==> src/rtl/core/obb_skid.sv <==
module obb_skid #(
  parameter int W = 8
) (
  input  logic         clk,
  input  logic         rst_n,
  input  logic         push_valid,
  input  logic [W-1:0] push_data,
  output logic         en,
  output logic         out_valid,
  input  logic         out_ready,
  output logic [W-1:0] out_data
);

  localparam logic [1:0] CNT_FULL = 2'd2;

  logic [W-1:0] d0_r, d0_nxt;
  logic [W-1:0] d1_r, d1_nxt;
  logic [1:0]   cnt_r, cnt_nxt;
  logic         push;
  logic         pop;
  logic [1:0]   pos;

  assign en        = (cnt_r != CNT_FULL);
  assign out_valid = (cnt_r != 2'd0);
  assign out_data  = d0_r;
  assign push      = push_valid && en;
  assign pop       = out_valid && out_ready;
  assign pos       = cnt_r - {1'b0, pop};

  always_comb begin
    d0_nxt  = pop ? d1_r : d0_r;
    d1_nxt  = d1_r;
    cnt_nxt = cnt_r + {1'b0, push} - {1'b0, pop};
    if (push) begin
      if (pos == 2'd0) begin
        d0_nxt = push_data;
      end else begin
        d1_nxt = push_data;
      end
    end
  end

  always_ff @(posedge clk) begin
    if (!rst_n) begin
      cnt_r <= 2'd0;
    end else begin
      cnt_r <= cnt_nxt;
    end
  end

  always_ff @(posedge clk) begin
    d0_r <= d0_nxt;
    d1_r <= d1_nxt;
  end

endmodule

==> config.mk <==
export PLATFORM = sky130hd
export DESIGN_NAME = obb_skid
export DESIGN_NICKNAME = d
export VERILOG_FILES = /design/src/rtl/core/obb_skid.sv
export SDC_FILE = /design/constraint.sdc
export NUM_CORES = 1
export LEC_CHECK = 0
export BUFFER_PORTS_ARGS = -buffer_cell sky130_fd_sc_hd__buf_2
export CORE_MARGIN = 3
export CORE_UTILIZATION = 48
export DETAILED_ROUTE_END_ITERATION = 6
export GPL_TIMING_DRIVEN = 1
export PLACE_DENSITY = 0.73
export REMOVE_ABC_BUFFERS = 1
export SETUP_SLACK_MARGIN = 0.15
export SYNTH_ARGS = -nofsm -noshare
export SYNTH_HDL_FRONTEND = slang
export SYNTH_SLANG_ARGS = --single-unit
==> constraint.sdc <==
create_clock -name clk -period 1.8 [get_ports clk]
set_input_delay 0.36 -clock clk [delete_from_list [all_inputs] [get_ports clk]]
set_output_delay 0.36 -clock clk [all_outputs]
set_load 0.005 [all_outputs]
==> reports/metrics.cfg <==
[outcome]
status = completed

[cells_and_area]
final_nets = 90
n_fill_cell = 115
num_antenna_cells = 0
drive_gt1_share_pct = 55.3
finish.cell_count_without_fillers = 91
area_growth_pct = 20.3
post-route-util_pct = 65.1

[global_route]
grt_usage_pct = 13.3
grt_pass1_vias = 430
grt_overflow = 0
grt_pass1_wl_um = 1920
antenna_found_initial = 0
grt_max_degree = 11

[yosys]
yosysTopAreaCell = edfxtp_1
synth_edf_count = 8
ys_ff_latch = 18
synth.most_common_cell = mux2_2
yosysWarnings = 0
synth_area_um2 = 739
synth.avg_cell_area_um2 = 14.5
synthArstFlopShare_pct = 0
ys_types = 15
synth_commonest_cells = 16 x mux2_2, 10 x dfxtp_1, 8 x edfxtp_1
ys_seq_area_share_pct = 59.6
synth_top_area_share_pct = 32.5
netlist_instances = 51
dominantRegCellSynth = dfxtp_1
netlist_top_cells_area = edfxtp_1 32%, dfxtp_1 27%, mux2_2 24%, nand2b_1 2.5%, ha_1 1.7%

[detailed_routing]
antenna_left = 0
vias_per_cell = 5.09
drtPass1Iterations = 3
first_iter_violations = 4
wl_per_cell_um = 13.2
drc = 0
num_vias = 463
wl_um = 1200

[placement]
portBuffers = 21
place_congestion = 0.696
place_inst = 87
dp_slack_ns = 0.259

[floorplan]
core-area_um2 = 1370
start_util_pct = 54.1
die_w_um = 45.3
io_pins = 22
chipHeight_um = 45.3
die_area_um2 = 2050
num_rows = 13

[flow_run]
maxCapViolCount = 0

[clock_network]
root_buffer = clkbuf_4
cts_buffers = 3
cts_tree = yes
cts_max_path_buffers = 2
clk-insertion-delay-late_ns = 0.28
clkSinkCount = 18
post_cts_resized = 0
cts-hold-fix-buffers = 0
h-tree-depth = 1
post-cts-setup-buffer-count = 0
clk_pin_slew_ns = 0.09

[sta]
fmax_mhz = 654
clock_skew_ns = 0.00439
finalCriticalPeriod_ns = 1.53
hold_violations = 0
slew_viol_final = 0
fin_tns_setup_ns = 0
fin_crit_sh_pct = 85.0
setup_viol_count_final = 0
rsz0062_at_grt = false
slew_headroom_pct = 66.7
layout_setup_ws_ns = 0.271
worst_pin_slew_ns = 0.498

[worst_setup_path]
required_ns = 1.98
critPathLaunchType = register
critPathMaxFanout = 9
critPathKind = register to register
crit_arrival_ns = 1.71
end_kind = register

[pwr]
ir_drop_mv = 0.700
p_leak_nw = 0.372
power_density_nw_per_um2 = 1510

[min_path]
worstHoldPathType = input pin to register

-- flip-flops by register name, indices dropped and copies added (netlist names) --
register	cells
d1_r	8
out_data	8
cnt_r	2
-- metal layers --
metal / wire [µm] / share of wire [%] / GRT usage (%)
met1: 522 / 44 / 15.9
met2: 570 / 48 / 22.0
met3: 107 / 8.9 / 3.98
met4: 0 / 0 / 5.26
met5: 0 / 0 / 0
-- layout by cell type (no fill, tap or decap), drive strengths merged --
cell type and instances:
xor2 1, o32ai 1, a21boi 1, o211ai 1
edfxtp 8, and3 1, nand2 3, and2 1
buf 21, mux2i 1, dfxtp 10, o21ai 1
clkbuf 4, nand2b 3, mux2 16, ha 1
inv 2
-- per-stage QoR --
stage / cell area [µm²] / power (mW) / hold slack [ns]
global placement: 863 / 1.15 / 0.548
detailed placement: 863 / 1.17 / 0.553
CTS: 890 / 1.36 / 0.249
floorplan: 739 / 0.977 / 0.459
global route: 890 / 1.44 / 0.250
finish: 890 / 1.34 / 0.261
-- critical path, stage by stage (launching register included) --
cell and delay, ns:
dfxtp_1 0.36, o21ai_2 0.40, mux2_2 0.39, mux2_2 0.27
-- final cells by class --
cell class                      count  area [µm²]  share of cell area (%)
Sequential cell                    18         440                    49.5
Tap cell                           15        18.8                    2.11
Inverter                            2        7.51                   0.844
Timing Repair Buffer               21         105                    11.8
Clock buffer                        4        26.3                    2.95
Multi-Input combinational cell     31         292                    32.8
-- final timing paths --
path	slack, ns	cells past startpoint	end	from
hold reg to reg	0.61	2	out_data[0]$_DFF_P_	out_data[0]$_DFF_P_
setup / recovery	0.27	3	out_data[2]$_DFF_P_	cnt_r[0]$_SDFF_PN0_
setup reg to reg	0.27	3	out_data[2]$_DFF_P_	cnt_r[0]$_SDFF_PN0_
hold / removal	0.26	1	d1_r[5]$_DFFE_PP_	push_data[5]
-- report_power, final --
part	switching (mW)	leakage [nW]	internal, mW
Sequential	0.0617	0.157	0.562
Clock	0.109	0.0150	0.0859
Combinational	0.210	0.201	0.311
-- logic make-up after synthesis --
| group | Yosys count | synth area share [%] |
|---|---|---|
| flops | 18 | 59.6 |
| fa+ha+maj | 1 | 1.69 |
| xor+xnor | 1 | 1.18 |
| compound gates | 4 | 5.08 |
| simple gates | 8 | 5.75 |
| buf+inv | 2 | 1.02 |
| mux | 17 | 25.7 |
Note: power is estimated with default switching activity, not from simulation.
